File: src/rtl/hmc_pkg.sv
package hmc_pkg;

	localparam int DUTY_W   = 8;
	localparam int CODE_W   = 8;
	localparam int SCALE_W  = 12;
	localparam int ALPHA_W  = 16;
	localparam int LEVEL_W  = 28;
	localparam int CMP_W    = 12;
	localparam int CNT_W    = 16;
	localparam int PROD_W   = LEVEL_W + ALPHA_W + 1;
	localparam int ITER_W   = 5;

	localparam int CFG_IDX_W  = 3;
	localparam int CFG_DATA_W = 16;

	// multiply lengths in bits of the serial operand
	localparam logic [ITER_W-1:0] TARGET_ITERS = 5'd8;
	localparam logic [ITER_W-1:0] STEP_ITERS   = 5'd16;

	localparam logic [CMP_W-1:0] CMP_MAX      = 12'hFFF;
	localparam logic [CNT_W-1:0] CNT_MAX      = 16'hFFFF;
	localparam logic [CNT_W-1:0] RELOAD_COUNT = 16'd52;

	// register indexes
	localparam logic [CFG_IDX_W-1:0] REG_ALPHA    = 3'd0;
	localparam logic [CFG_IDX_W-1:0] REG_SCALE    = 3'd1;
	localparam logic [CFG_IDX_W-1:0] REG_INVERT   = 3'd2;
	localparam logic [CFG_IDX_W-1:0] REG_STOP     = 3'd3;
	localparam logic [CFG_IDX_W-1:0] REG_FORWARD  = 3'd4;
	localparam logic [CFG_IDX_W-1:0] REG_REVERSE  = 3'd5;
	localparam logic [CFG_IDX_W-1:0] REG_LIMIT    = 3'd6;
	localparam logic [CFG_IDX_W-1:0] REG_STOP_CMP = 3'd7;

	// register reset values
	localparam logic [ALPHA_W-1:0] RST_ALPHA    = 16'd8913;
	localparam logic [SCALE_W-1:0] RST_SCALE    = 12'd2409;
	localparam logic [CODE_W-1:0]  RST_STOP     = 8'd0;
	localparam logic [CODE_W-1:0]  RST_FORWARD  = 8'd1;
	localparam logic [CODE_W-1:0]  RST_REVERSE  = 8'd2;
	localparam logic [CNT_W-1:0]   RST_LIMIT    = 16'd50;
	localparam logic [CMP_W-1:0]   RST_STOP_CMP = 12'd2400;

	// pin levels: bit 0 pin_a, bit 1 pin_b
	localparam logic [1:0] PINS_STOP = 2'b11;

	typedef struct packed {
		logic busy;
		logic done;
	} mul_stat_t;

	typedef struct packed {
		logic busy;
		logic done;
	} filt_stat_t;

endpackage

File: src/rtl/hbridge_motor_channel_with_lowpass.sv
// A tick sets a result pending when accepted; a frame runs duty*scale and then alpha*error
//   on the shared bit-serial multiplier before its result is pending. A pending result moves
//   into the output register; the input is stalled until then, so one transaction is in flight.
// Reset (arst_n low, asynchronous): registers to their defaults, filter level 0, watchdog 0,
//   connected, held pin levels both high, held compare 2400, no result pending.
module hbridge_motor_channel_with_lowpass (
	input  logic                              clk,
	input  logic                              arst_n,
	// configuration write port
	input  logic                              cfg_we,
	input  logic [hmc_pkg::CFG_IDX_W-1:0]     cfg_index,
	input  logic [hmc_pkg::CFG_DATA_W-1:0]    cfg_data,
	// input channel
	input  logic                              in_valid,
	output logic                              in_stall,
	input  logic                              operation,
	input  logic [hmc_pkg::CODE_W-1:0]        direction_byte,
	input  logic [hmc_pkg::DUTY_W-1:0]        duty_byte,
	// output channel
	output logic                              out_valid,
	input  logic                              out_stall,
	output logic                              pin_a,
	output logic                              pin_b,
	output logic [hmc_pkg::CMP_W-1:0]         compare_value,
	output logic                              link_lost
);

	// configuration registers
	logic [hmc_pkg::ALPHA_W-1:0]  alpha_q;
	logic [hmc_pkg::SCALE_W-1:0]  scale_q;
	logic                         invert_q;
	logic [hmc_pkg::CODE_W-1:0]   stop_code_q;
	logic [hmc_pkg::CODE_W-1:0]   fwd_code_q;
	logic [hmc_pkg::CODE_W-1:0]   rev_code_q;
	logic [hmc_pkg::CNT_W-1:0]    limit_q;
	logic [hmc_pkg::CMP_W-1:0]    stop_cmp_q;

	// channel state
	logic [hmc_pkg::CNT_W-1:0]    link_cnt_q;
	logic                         disc_q;
	logic [1:0]                   pins_q;
	logic [hmc_pkg::CMP_W-1:0]    last_cmp_q;
	logic [hmc_pkg::CODE_W-1:0]   dir_q;
	logic                         res_pend_q;

	// output register
	logic                         out_valid_q;
	logic [1:0]                   out_pins_q;
	logic [hmc_pkg::CMP_W-1:0]    out_cmp_q;
	logic                         out_lost_q;

	logic                         in_acc;
	logic                         out_free;
	logic                         frame_start;
	hmc_pkg::filt_stat_t          filt_stat;
	logic [hmc_pkg::CMP_W-1:0]    filt_cmp;

	logic [hmc_pkg::CNT_W-1:0]    tick_cnt;
	logic                         tick_disc;
	logic [1:0]                   frame_pins;
	logic [hmc_pkg::CMP_W-1:0]    frame_cmp;

	// Hold the input side while a frame filters or a result waits for the output register.
	assign in_stall    = filt_stat.busy | res_pend_q;
	assign in_acc      = in_valid & ~in_stall;
	assign frame_start = in_acc & ~operation;
	assign out_free    = ~out_valid_q | ~out_stall;

	always_ff @(posedge clk or negedge arst_n) begin
		if (!arst_n) begin
			alpha_q     <= hmc_pkg::RST_ALPHA;
			scale_q     <= hmc_pkg::RST_SCALE;
			invert_q    <= 1'b0;
			stop_code_q <= hmc_pkg::RST_STOP;
			fwd_code_q  <= hmc_pkg::RST_FORWARD;
			rev_code_q  <= hmc_pkg::RST_REVERSE;
			limit_q     <= hmc_pkg::RST_LIMIT;
			stop_cmp_q  <= hmc_pkg::RST_STOP_CMP;
		end else if (cfg_we) begin
			case (cfg_index)
				hmc_pkg::REG_ALPHA:    alpha_q     <= cfg_data;
				hmc_pkg::REG_SCALE:    scale_q     <= cfg_data[hmc_pkg::SCALE_W-1:0];
				hmc_pkg::REG_INVERT:   invert_q    <= cfg_data[0];
				hmc_pkg::REG_STOP:     stop_code_q <= cfg_data[hmc_pkg::CODE_W-1:0];
				hmc_pkg::REG_FORWARD:  fwd_code_q  <= cfg_data[hmc_pkg::CODE_W-1:0];
				hmc_pkg::REG_REVERSE:  rev_code_q  <= cfg_data[hmc_pkg::CODE_W-1:0];
				hmc_pkg::REG_LIMIT:    limit_q     <= cfg_data;
				hmc_pkg::REG_STOP_CMP: stop_cmp_q  <= cfg_data[hmc_pkg::CMP_W-1:0];
				default: begin
				end
			endcase
		end
	end

	hmc_filter u_filter (
		.clk    (clk),
		.arst_n (arst_n),
		.start  (frame_start),
		.duty   (duty_byte),
		.scale  (scale_q),
		.alpha  (alpha_q),
		.stat   (filt_stat),
		.cmp    (filt_cmp)
	);

	// Watchdog: past the limit, disconnect and reload; then advance, saturating.
	always_comb begin
		tick_cnt  = link_cnt_q;
		tick_disc = disc_q;
		if (link_cnt_q > limit_q) begin
			tick_disc = 1'b1;
			tick_cnt  = hmc_pkg::RELOAD_COUNT;
		end
		if (tick_cnt != hmc_pkg::CNT_MAX) begin
			tick_cnt = tick_cnt + 1'b1;
		end
	end

	// Direction decode with stop taking priority, then forward, then reverse.
	// An unknown code keeps the pins but still takes the filtered compare.
	always_comb begin
		frame_pins = pins_q;
		frame_cmp  = filt_cmp;
		if (dir_q == stop_code_q) begin
			frame_pins = hmc_pkg::PINS_STOP;
			frame_cmp  = stop_cmp_q;
		end else if (dir_q == fwd_code_q) begin
			frame_pins = {invert_q, ~invert_q};
		end else if (dir_q == rev_code_q) begin
			frame_pins = {~invert_q, invert_q};
		end
	end

	always_ff @(posedge clk or negedge arst_n) begin
		if (!arst_n) begin
			link_cnt_q <= '0;
			disc_q     <= 1'b0;
			pins_q     <= hmc_pkg::PINS_STOP;
			last_cmp_q <= hmc_pkg::RST_STOP_CMP;
			res_pend_q <= 1'b0;
		end else begin
			if (in_acc) begin
				if (operation) begin
					link_cnt_q <= tick_cnt;
					disc_q     <= tick_disc;
					if (tick_disc) begin
						pins_q     <= hmc_pkg::PINS_STOP;
						last_cmp_q <= stop_cmp_q;
					end
					res_pend_q <= 1'b1;
				end else begin
					// a frame reconnects the channel before it is filtered
					link_cnt_q <= '0;
					disc_q     <= 1'b0;
				end
			end else if (filt_stat.done) begin
				pins_q     <= frame_pins;
				last_cmp_q <= frame_cmp;
				res_pend_q <= 1'b1;
			end else if (res_pend_q && out_free) begin
				res_pend_q <= 1'b0;
			end
		end
	end

	always_ff @(posedge clk) begin
		if (frame_start) begin
			dir_q <= direction_byte;
		end
	end

	// Output register: load the channel state when a result is pending and the slot frees.
	always_ff @(posedge clk or negedge arst_n) begin
		if (!arst_n) begin
			out_valid_q <= 1'b0;
		end else if (res_pend_q && out_free) begin
			out_valid_q <= 1'b1;
		end else if (!out_stall) begin
			out_valid_q <= 1'b0;
		end
	end

	always_ff @(posedge clk) begin
		if (res_pend_q && out_free) begin
			out_pins_q <= pins_q;
			out_cmp_q  <= last_cmp_q;
			out_lost_q <= disc_q;
		end
	end

	assign out_valid     = out_valid_q;
	assign pin_a         = out_pins_q[0];
	assign pin_b         = out_pins_q[1];
	assign compare_value = out_cmp_q;
	assign link_lost     = out_lost_q;

endmodule

File: src/rtl/hmc_serial_mul.sv
// Shift-add multiplier, one bit of b per cycle, LSB first.
module hmc_serial_mul (
	input  logic                            clk,
	input  logic                            arst_n,
	input  logic                            start,
	input  logic [hmc_pkg::LEVEL_W-1:0]     a,
	input  logic [hmc_pkg::ALPHA_W-1:0]     b,
	input  logic [hmc_pkg::ITER_W-1:0]      iters,
	output hmc_pkg::mul_stat_t              stat,
	output logic [hmc_pkg::PROD_W-1:0]      p
);

	localparam int HI_W = hmc_pkg::PROD_W - hmc_pkg::ALPHA_W;

	logic [hmc_pkg::PROD_W-1:0] p_q;
	logic [hmc_pkg::ITER_W-1:0] cnt_q;
	logic                       busy_q;
	logic                       done_q;
	logic [HI_W-1:0]            sum;

	assign sum = p_q[hmc_pkg::PROD_W-1:hmc_pkg::ALPHA_W]
		+ {1'b0, a & {hmc_pkg::LEVEL_W{p_q[0]}}};

	always_ff @(posedge clk or negedge arst_n) begin
		if (!arst_n) begin
			busy_q <= 1'b0;
			done_q <= 1'b0;
			cnt_q  <= '0;
		end else begin
			done_q <= 1'b0;
			if (start) begin
				busy_q <= 1'b1;
				cnt_q  <= iters;
			end else if (busy_q) begin
				cnt_q <= cnt_q - 1'b1;
				if (cnt_q == hmc_pkg::ITER_W'(1)) begin
					busy_q <= 1'b0;
					done_q <= 1'b1;
				end
			end
		end
	end

	// shift the sum with its carry right by one, so the top bit refills with zero
	always_ff @(posedge clk) begin
		if (start) begin
			p_q <= {{HI_W{1'b0}}, b};
		end else if (busy_q) begin
			p_q <= {1'b0, sum, p_q[hmc_pkg::ALPHA_W-1:1]};
		end
	end

	assign stat.busy = busy_q;
	assign stat.done = done_q;
	assign p         = p_q;

endmodule

File: src/rtl/hmc_filter.sv
// Duty scaling and first-order low-pass, both products on one serial multiplier.
module hmc_filter (
	input  logic                            clk,
	input  logic                            arst_n,
	input  logic                            start,
	input  logic [hmc_pkg::DUTY_W-1:0]      duty,
	input  logic [hmc_pkg::SCALE_W-1:0]     scale,
	input  logic [hmc_pkg::ALPHA_W-1:0]     alpha,
	output hmc_pkg::filt_stat_t             stat,
	output logic [hmc_pkg::CMP_W-1:0]       cmp
);

	localparam logic [2:0] F_IDLE = 3'd0;
	localparam logic [2:0] F_MUL1 = 3'd1;
	localparam logic [2:0] F_MUL2 = 3'd2;
	localparam logic [2:0] F_CMP  = 3'd3;

	logic [2:0]                     state_q;
	logic [hmc_pkg::LEVEL_W-1:0]    level_q;
	logic                           rise_q;
	logic [hmc_pkg::LEVEL_W-1:0]    diff_q;

	hmc_pkg::mul_stat_t             mul_stat;
	logic [hmc_pkg::PROD_W-1:0]     mul_p;
	logic                           mul_start;
	logic [hmc_pkg::LEVEL_W-1:0]    mul_a;
	logic [hmc_pkg::ALPHA_W-1:0]    mul_b;
	logic [hmc_pkg::ITER_W-1:0]     mul_iters;

	logic [hmc_pkg::LEVEL_W-1:0]    target;
	logic                           rise;
	logic [hmc_pkg::LEVEL_W-1:0]    diff;
	logic [hmc_pkg::LEVEL_W-1:0]    step_trunc;
	logic [hmc_pkg::LEVEL_W-1:0]    step;
	logic [hmc_pkg::CMP_W:0]        up;

	// target is duty*scale shifted left 8; the low 8 bits of the product word are zero
	assign target = mul_p[hmc_pkg::LEVEL_W-1:0];
	assign rise   = target >= level_q;
	assign diff   = rise ? (target - level_q) : (level_q - target);

	assign step_trunc = mul_p[hmc_pkg::ALPHA_W +: hmc_pkg::LEVEL_W];
	assign step = rise_q ? step_trunc
		: step_trunc + hmc_pkg::LEVEL_W'(|mul_p[hmc_pkg::ALPHA_W-1:0]);

	assign up = {1'b0, level_q[hmc_pkg::LEVEL_W-1:hmc_pkg::ALPHA_W]}
		+ (hmc_pkg::CMP_W+1)'(|level_q[hmc_pkg::ALPHA_W-1:0]);

	// the multiplicand must hold for the whole multiply: scale for the first, the held error
	// for the second
	always_comb begin
		mul_start = 1'b0;
		mul_a     = diff_q;
		mul_b     = alpha;
		mul_iters = hmc_pkg::STEP_ITERS;
		case (state_q)
			F_IDLE: begin
				mul_start = start;
				mul_a     = hmc_pkg::LEVEL_W'(scale);
				mul_b     = hmc_pkg::ALPHA_W'(duty);
				mul_iters = hmc_pkg::TARGET_ITERS;
			end
			F_MUL1: begin
				mul_start = mul_stat.done;
				mul_a     = hmc_pkg::LEVEL_W'(scale);
			end
			default: begin
				mul_start = 1'b0;
			end
		endcase
	end

	hmc_serial_mul u_mul (
		.clk    (clk),
		.arst_n (arst_n),
		.start  (mul_start),
		.a      (mul_a),
		.b      (mul_b),
		.iters  (mul_iters),
		.stat   (mul_stat),
		.p      (mul_p)
	);

	always_ff @(posedge clk or negedge arst_n) begin
		if (!arst_n) begin
			state_q <= F_IDLE;
			level_q <= '0;
		end else begin
			case (state_q)
				F_IDLE: begin
					if (start) begin
						state_q <= F_MUL1;
					end
				end
				F_MUL1: begin
					if (mul_stat.done) begin
						state_q <= F_MUL2;
					end
				end
				F_MUL2: begin
					if (mul_stat.done) begin
						level_q <= rise_q ? (level_q + step) : (level_q - step);
						state_q <= F_CMP;
					end
				end
				F_CMP: begin
					state_q <= F_IDLE;
				end
				default: begin
					state_q <= F_IDLE;
				end
			endcase
		end
	end

	always_ff @(posedge clk) begin
		if (state_q == F_MUL1 && mul_stat.done) begin
			rise_q <= rise;
			diff_q <= diff;
		end
	end

	assign stat.busy = (state_q != F_IDLE);
	assign stat.done = (state_q == F_CMP);
	assign cmp = up[hmc_pkg::CMP_W] ? hmc_pkg::CMP_MAX : up[hmc_pkg::CMP_W-1:0];

endmodule

File: config.mk
export PLATFORM = sky130hd
export DESIGN_NAME = hbridge_motor_channel_with_lowpass
export DESIGN_NICKNAME = d
export VERILOG_FILES = /design/src/rtl/hmc_pkg.sv /design/src/rtl/hbridge_motor_channel_with_lowpass.sv /design/src/rtl/hmc_serial_mul.sv /design/src/rtl/hmc_filter.sv
export SDC_FILE = /design/constraint.sdc
export NUM_CORES = 1
export LEC_CHECK = 0
export BUFFER_PORTS_ARGS = -buffer_cell sky130_fd_sc_hd__buf_2
export CORE_MARGIN = 4
export CORE_UTILIZATION = 58
export DETAILED_ROUTE_END_ITERATION = 8
export PLACE_DENSITY = 0.79
export SLEW_MARGIN = 20
export SYNTH_ARGS = -nofsm -noshare
export SYNTH_HDL_FRONTEND = slang
export SYNTH_SLANG_ARGS = --single-unit
File: constraint.sdc
create_clock -name clk -period 8.6 [get_ports clk]
set_input_delay 2.15 -clock clk [delete_from_list [all_inputs] [get_ports clk]]
set_output_delay 2.15 -clock clk [all_outputs]
set_load 0.01 [all_outputs]
After elaboration in Yosys (flattened, before gate mapping). Index checks and enable logic that the tools add are counted.

Register bits after elaboration: 248. Input port bits: 41. Output and inout port bits: 17. Word-level logic and storage cells: 139.

Add/sub/neg operators: 9. $lt $le $gt $ge: 2. Equality and inequality tests: 21. Mux-type cells: 45. Bitwise operators: 10. Reductions and logical operators: 25.

Operators by type and width (count): 28-bit two-way mux (4); 16-bit two-way mux (6); 28-bit subtractor (3); 12-bit two-way mux (6); 16-bit OR reduction (2); 28-bit by 28-bit adder with 29-bit output (1); 28-bit by 1-bit adder with 28-bit output (1); 28-bit adder (1); 28-bit bitwise AND (1); 28-bit >= comparator (1); 8-bit == test (3); 2-bit AND reduction (10); 16-bit by 1-bit adder with 16-bit output (second input constant) (1); 16-bit > comparator (1); 16-bit != test (second input constant) (1); 5-bit two-way mux (3); 1-bit two-way mux (14); 2-bit two-way mux (7); 12-bit by 1-bit adder with 13-bit output (1); 3-bit by 2-bit == test with 1-bit output (second input constant) (4); 3-bit == test (second input constant) (4); 3-bit two-way mux (3); 3-bit case mux with 3 select lines (1); 3-bit by 1-bit == test with 1-bit output (second input constant) (2); 16 further kinds (31).

Longest topological paths before layout.
Word-level depth: 7. Mapped depth: 24. Gate-level depth less buffers: 24.

Hierarchy. A second synthesis with hierarchy kept.

Cell total of the unflattened synthesis: 2021. Area, all modules: 18859.3 um^2.

Modules (own cells, without submodules): hmc_filter (instances 1, cells each 1098, area an instance 8653.3 um^2, sequential area each 1621.6 um^2); hbridge_motor_channel_with_lowpass (instances 1, cells each 490, area an instance 6434.9 um^2, sequential area each 3577.2 um^2); hmc_serial_mul (instances 1, cells each 433, area an instance 3771.1 um^2, sequential area each 1216.2 um^2).

Worst setup path before layout. Ideal clock, no wire load.

Kind: register to register. Start point: register u_filter.u_mul.p_q (netlist bit u_filter.u_mul.p[0]). End point: register u_filter.level_q[26] in the netlist's numbering. Library setup time: 0.134 ns. Arrival: 4.818 ns. Data required time: 8.466 ns. Slack: 3.648 ns. Cell stages (with the launch flop): 23. Path buffers: 1. Period minus slack after synthesis: 4.952 ns. Cells stage by stage: edfxtp_1 > nor4_1 > nand4_1 > ha_1 > nand4_4 > buf_4 > o21a_1 > o2111ai_1 > a221o_2 > nor3_1 > a31oi_1 > xnor2_1 > ha_1 > a21o_1 > a21oi_1 > nor2_1 > a211oi_1 > a311o_1 > o21ai_0 > or4_1 > a31oi_1 > xor2_1 > o21ai_0.

Word-level cells in the longest chain between the ends: 5. Elaborated cells on any way between the ends: 6. Classes of those cells: add/sub (3); mux (2); reduce/logical (1).

RTL lines: from (decl) (line hmc_serial_mul.sv:15) `logic [hmc_pkg::PROD_W-1:0] p_q;`; from (signal assigned) (line hmc_serial_mul.sv:47) `p_q <= {{HI_W{1'b0}}, b};`; from (signal assigned) (line hmc_serial_mul.sv:49) `p_q <= {1'b0, sum, p_q[hmc_pkg::ALPHA_W-1:1]};`; 16-bit OR reduction (*) (line hmc_filter.sv:44) `: step_trunc + hmc_pkg::LEVEL_W'(|mul_p[hmc_pkg::ALPHA_W-1:0]);`; 28-bit by 1-bit adder with 28-bit output (*) (line hmc_filter.sv:44); 28-bit two-way mux (*) (line hmc_filter.sv:43) `assign step = rise_q ? step_trunc`; 28-bit subtractor / 28-bit adder (equally long branches) (line hmc_filter.sv:102) `level_q <= rise_q ? (level_q + step) : (level_q - step);`; 28-bit two-way mux (*) (line hmc_filter.sv:102); to (signal assigned) (line hmc_filter.sv:102); to (decl) (line hmc_filter.sv:19) `logic [hmc_pkg::LEVEL_W-1:0] level_q;`.

Every way passes the cells marked *; elsewhere a longest branch is shown, timed or not. A chain may end at the register's enable or synchronous reset.

Worst setup path after layout. Ends and elaborated chain as after synthesis.

==> impl_results.md <==
* Worst hold path class: reg2reg
* Post-placement cell count at 2337
* Number of synthesized flops with an enable pin at 68
* Count of input and output buffers at 57
* Clock sinks at 247
* Crit path launch type: flip-flop
* Clock tree from TritonCTS: built
* Worst-Skew Late Latency at 0.57 ns
* Worst Skew at 0.01232 ns
* Number of non-filler instances in the completed layout at 2391
* Slack of the critical path at 2.432 ns
* Worst reg-to-reg setup slack at 2.43 ns
* Routed wire length at 49820 µm
* Number of warnings issued by yosys at 0
* Worst R2R Start: u_filter.u_mul.p[0]$_DFFE_PP_
* Depth of the worst register-to-register path at 21
* Unrepaired setup endpoints after global routing: no
* Kind of cell adding the most delay to the critical path: simple AND/OR/NAND/NOR gates
* Max-slew headroom at 26.76%
* Endpoint of the lowest-slack register-to-register path: u_filter.level_q[26]$_DFFE_PN0P_
* Highest Clock Rate at 162.1 MHz
* Post-cts sizing count at 0
* Area leader, netlist: sky130_fd_sc_hd__dfrtp_1
* GR Util All Layers at 29.23%
* Final weighted congestion in routability-driven placement at 0.9441
* Worst-Margin Slew at 1.094 ns
* TritonCTS buffer count at 29
* Portion of the post-synthesis area used by sequential elements at 35.48%
* CP Capture Type: flip-flop
* Drt initial violations at 1253
* Buffer and inverter count on the worst path at 0
* Cell Rows at 64
* Number of global-route vias before repair at 14680
* Final period util at 71.72%
* Type of the setup path with the least slack: reg2reg
* Worst supply voltage drop on vdd at 237.6 µV
* Final HPWL from detailed placement at 37030 µm
* Drt first pass iters at 5
* Core Region at 30670 µm²
* Peak per-stage delay on the critical path at 0.67 ns
* Worst-case setup slack after placement at 2.562 ns
* Synth Register Bits at 247
* Growth of design area from synthesis to finish at 8.498%
* Filler cells at 2534
* Post-Syn Nets at 2145
* Die Height at 184.6 µm
* Post-detailed-route count of antenna-violating nets at 0
* Pwr/cell area at 417.6 nW/µm²
* Count of endpoints failing setup in the final report at 0
* Max Cap Viol at 0
* Maximum level of the CTS H-tree at 1
* Effective utilization at floorplan at 58.95%
* Largest fanout of any net on the critical path at 20
* Hold worst-path end: compare_value[0]$_DFFE_PP_
* Largest net degree at the start of global routing at 78
* Ranking of synthesized cells by area: sky130_fd_sc_hd__dfrtp_1, sky130_fd_sc_hd__edfxtp_1, sky130_fd_sc_hd__ha_1, sky130_fd_sc_hd__xnor2_1, sky130_fd_sc_hd__mux2_2
* Critical hold path startpoint: last_cmp_q[0]$_DFFE_PN0P_
* Die X at 184.6 µm
* Unique masters post-synth at 86
* Hold_buf cts at 0
* Clock-pin transition on the worst setup and hold timing paths at 0.06 ns
* Cell type of the slowest stage on the worst timing path: sky130_fd_sc_hd__edfxtp_1
* Share of the synthesized area in the top cell type at 17.16%
* Clk buf depth at 3
* Boundary pin count at 58
* Post-layout minimum cycle time at 6.168 ns
* Post-route DRC violation count at 0
* First-pass GRT wire length at 79770 µm
* Synthesized area per cell at 9.220 µm²
* Worst slack on hold paths at 0.4459 ns
* Crit path DAT at 6.59 ns
* Run status: finished, final reports clean
* Async S/R FF share, synth at 61.13%
* Post-synthesis cell area at 18080 µm²
* LEAKAGE at 8.587 nW
* Count of buffers added by post-CTS timing repair for setup at 0
* Ordered cell list for the critical path: nor4_1, nand4_1, ha_1, nand4_4, nor2_1, or3_1, a221o_2, nor3_1, a31oi_1, xnor2_1, ha_1, a21o_1, a21oi_1, nor2_1, a211oi_1, a311o_1, o21ai_0, or4_1, a31oi_1, xor2_1, o21ai_0
* Number of antenna diodes at 0
* Main flop type after synthesis: sky130_fd_sc_hd__dfrtp_1
* Count of final hold-check violations at 0
* Full die area at 34060 µm²
* Crit path launch: u_filter.u_mul.p[0]$_DFFE_PP_
* Setup Total Neg Slack at 0 ns
* Post-Syn Instances at 1961
* Routed WL per cell at 20.84 µm
* Via Count at 15060
* Ratio of cells with drive above 1 in the final layout at 13.83%
* Count of pins over their slew limit at 0
* Worst hold path depth at 0
* Clock Root Buffer: sky130_fd_sc_hd__clkbuf_16
* Leftover overflow at the end of global routing at 0
* Count of nets after finishing at 2156
* Initial antenna violation count at 0
* Vias per std cell at 6.300
* Req. time, crit path at 9.02 ns
area by class of cell:
class,instances,area (µm²),area share (%)
clock buffer,35,800.8,4.082
clock inverter,19,259.0,1.320
inverter,116,435.4,2.220
multi-input combinational,1508,10820,55.17
sequential,247,6415,32.70
tap,396,495.5,2.526
timing repair buffer,70,389.1,1.984
logic make-up after synthesis:
group                    after synthesis  share of synthesized area (%)
buffers and inverters                206                          4.885
AND/OR/NAND/NOR                      569                          16.32
multiplexers                         132                          7.944
AO/OA/AOI/OAI                        502                          17.46
flip-flops                           247                          35.48
adder cells (fa/ha/maj)              143                          10.06
XOR/XNOR                             162                          7.847
cell usage after synthesis (all sizes together), types with 6 or more instances:
master / number
nand2: 143
a21oi: 139
ha: 139
o21ai: 132
nor2: 129
dfrtp: 124
xnor2: 123
inv: 116
mux2: 92
edfxtp: 68
clkbuf: 62
a21o: 55
nor3: 46
nand3: 41
mux2i: 40
xor2: 39
nand4: 33
and3: 30
dfxtp: 28
buf: 27
dfstp: 27
a31oi: 25
o21bai: 25
nor4: 22
nor2b: 20
nand2b: 19
nand3b: 17
o21a: 17
a211oi: 16
and2: 14
o31ai: 14
or3: 11
and4: 9
o211ai: 9
a221oi: 8
or2: 8
a21boi: 7
a211o: 6
nand4b: 6
report_power, final:
group / total, mW / leakage (nW) / internal [mW] / switching (mW)
Sequential: 2.22 / 2.72 / 1.71 / 0.509
Clock: 1.35 / 0.515 / 0.821 / 0.529
Combinational: 4.62 / 5.35 / 1.92 / 2.71
Total: 8.19 / 8.59 / 4.45 / 3.74
layout by cell type, fill, tap and decap left out, types with 16 or more instances in the layout:
cell,instances
sky130_fd_sc_hd__nand4_1,30
sky130_fd_sc_hd__dfstp_2,27
sky130_fd_sc_hd__ha_1,139
sky130_fd_sc_hd__inv_1,116
sky130_fd_sc_hd__xor2_1,39
sky130_fd_sc_hd__xnor2_1,123
sky130_fd_sc_hd__a21oi_1,139
sky130_fd_sc_hd__nand3b_1,17
sky130_fd_sc_hd__nor2b_1,20
sky130_fd_sc_hd__edfxtp_1,68
sky130_fd_sc_hd__nor2_1,128
sky130_fd_sc_hd__clkbuf_16,31
sky130_fd_sc_hd__a21o_1,55
sky130_fd_sc_hd__mux2i_1,40
sky130_fd_sc_hd__nor3_1,45
sky130_fd_sc_hd__a31oi_1,25
sky130_fd_sc_hd__dfxtp_1,28
sky130_fd_sc_hd__buf_2,56
sky130_fd_sc_hd__nand2_1,143
sky130_fd_sc_hd__dfrtp_1,124
sky130_fd_sc_hd__nor4_1,19
sky130_fd_sc_hd__o21bai_1,25
sky130_fd_sc_hd__o21a_1,17
sky130_fd_sc_hd__a211oi_1,16
sky130_fd_sc_hd__nand2b_1,19
sky130_fd_sc_hd__and3_1,30
sky130_fd_sc_hd__nand3_1,41
sky130_fd_sc_hd__o21ai_0,131
sky130_fd_sc_hd__mux2_2,92
per-stage QoR:
step	power, mW	cell area [µm²]	util, %
CTS	8.122	19610	63.94
detailed placement	6.717	18550	60.48
global route	8.793	19620	63.96
finish	8.192	19620	63.96
global placement	6.624	18550	60.48
floorplan	5.571	18080	-
flip-flops by register name, summed over array words and instances (netlist names), 16 cells and up:
| signal | flops |
|---|---|
| alpha_q | 16 |
| limit_q | 16 |
| link_cnt_q | 16 |
| u_filter.diff_q | 28 |
| u_filter.level_q | 28 |
| u_filter.u_mul.p | 44 |
worst max path at each step:
stage                                       endpoint  cells past startpoint
CTS                 u_filter.level_q[26]$_DFFE_PN0P_                     21
finish              u_filter.level_q[26]$_DFFE_PN0P_                     21
detailed placement  u_filter.level_q[26]$_DFFE_PN0P_                     21
global route        u_filter.level_q[26]$_DFFE_PN0P_                     21
global placement    u_filter.level_q[26]$_DFFE_PN0P_                     21
floorplan           u_filter.level_q[26]$_DFFE_PN0P_                     22
per-layer routing:
metal | up-vias | part of all wire (%) | GRT usage (%)
li1 | 7098 | - | -
met1 | 7335 | 43 | 39.19
met2 | 512 | 47 | 48.67
met3 | 118 | 5.9 | 3.868
met4 | 0 | 4.4 | 10.85
met5 | - | 0 | 0
No activity file was read; power rests on OpenSTA's default activity.
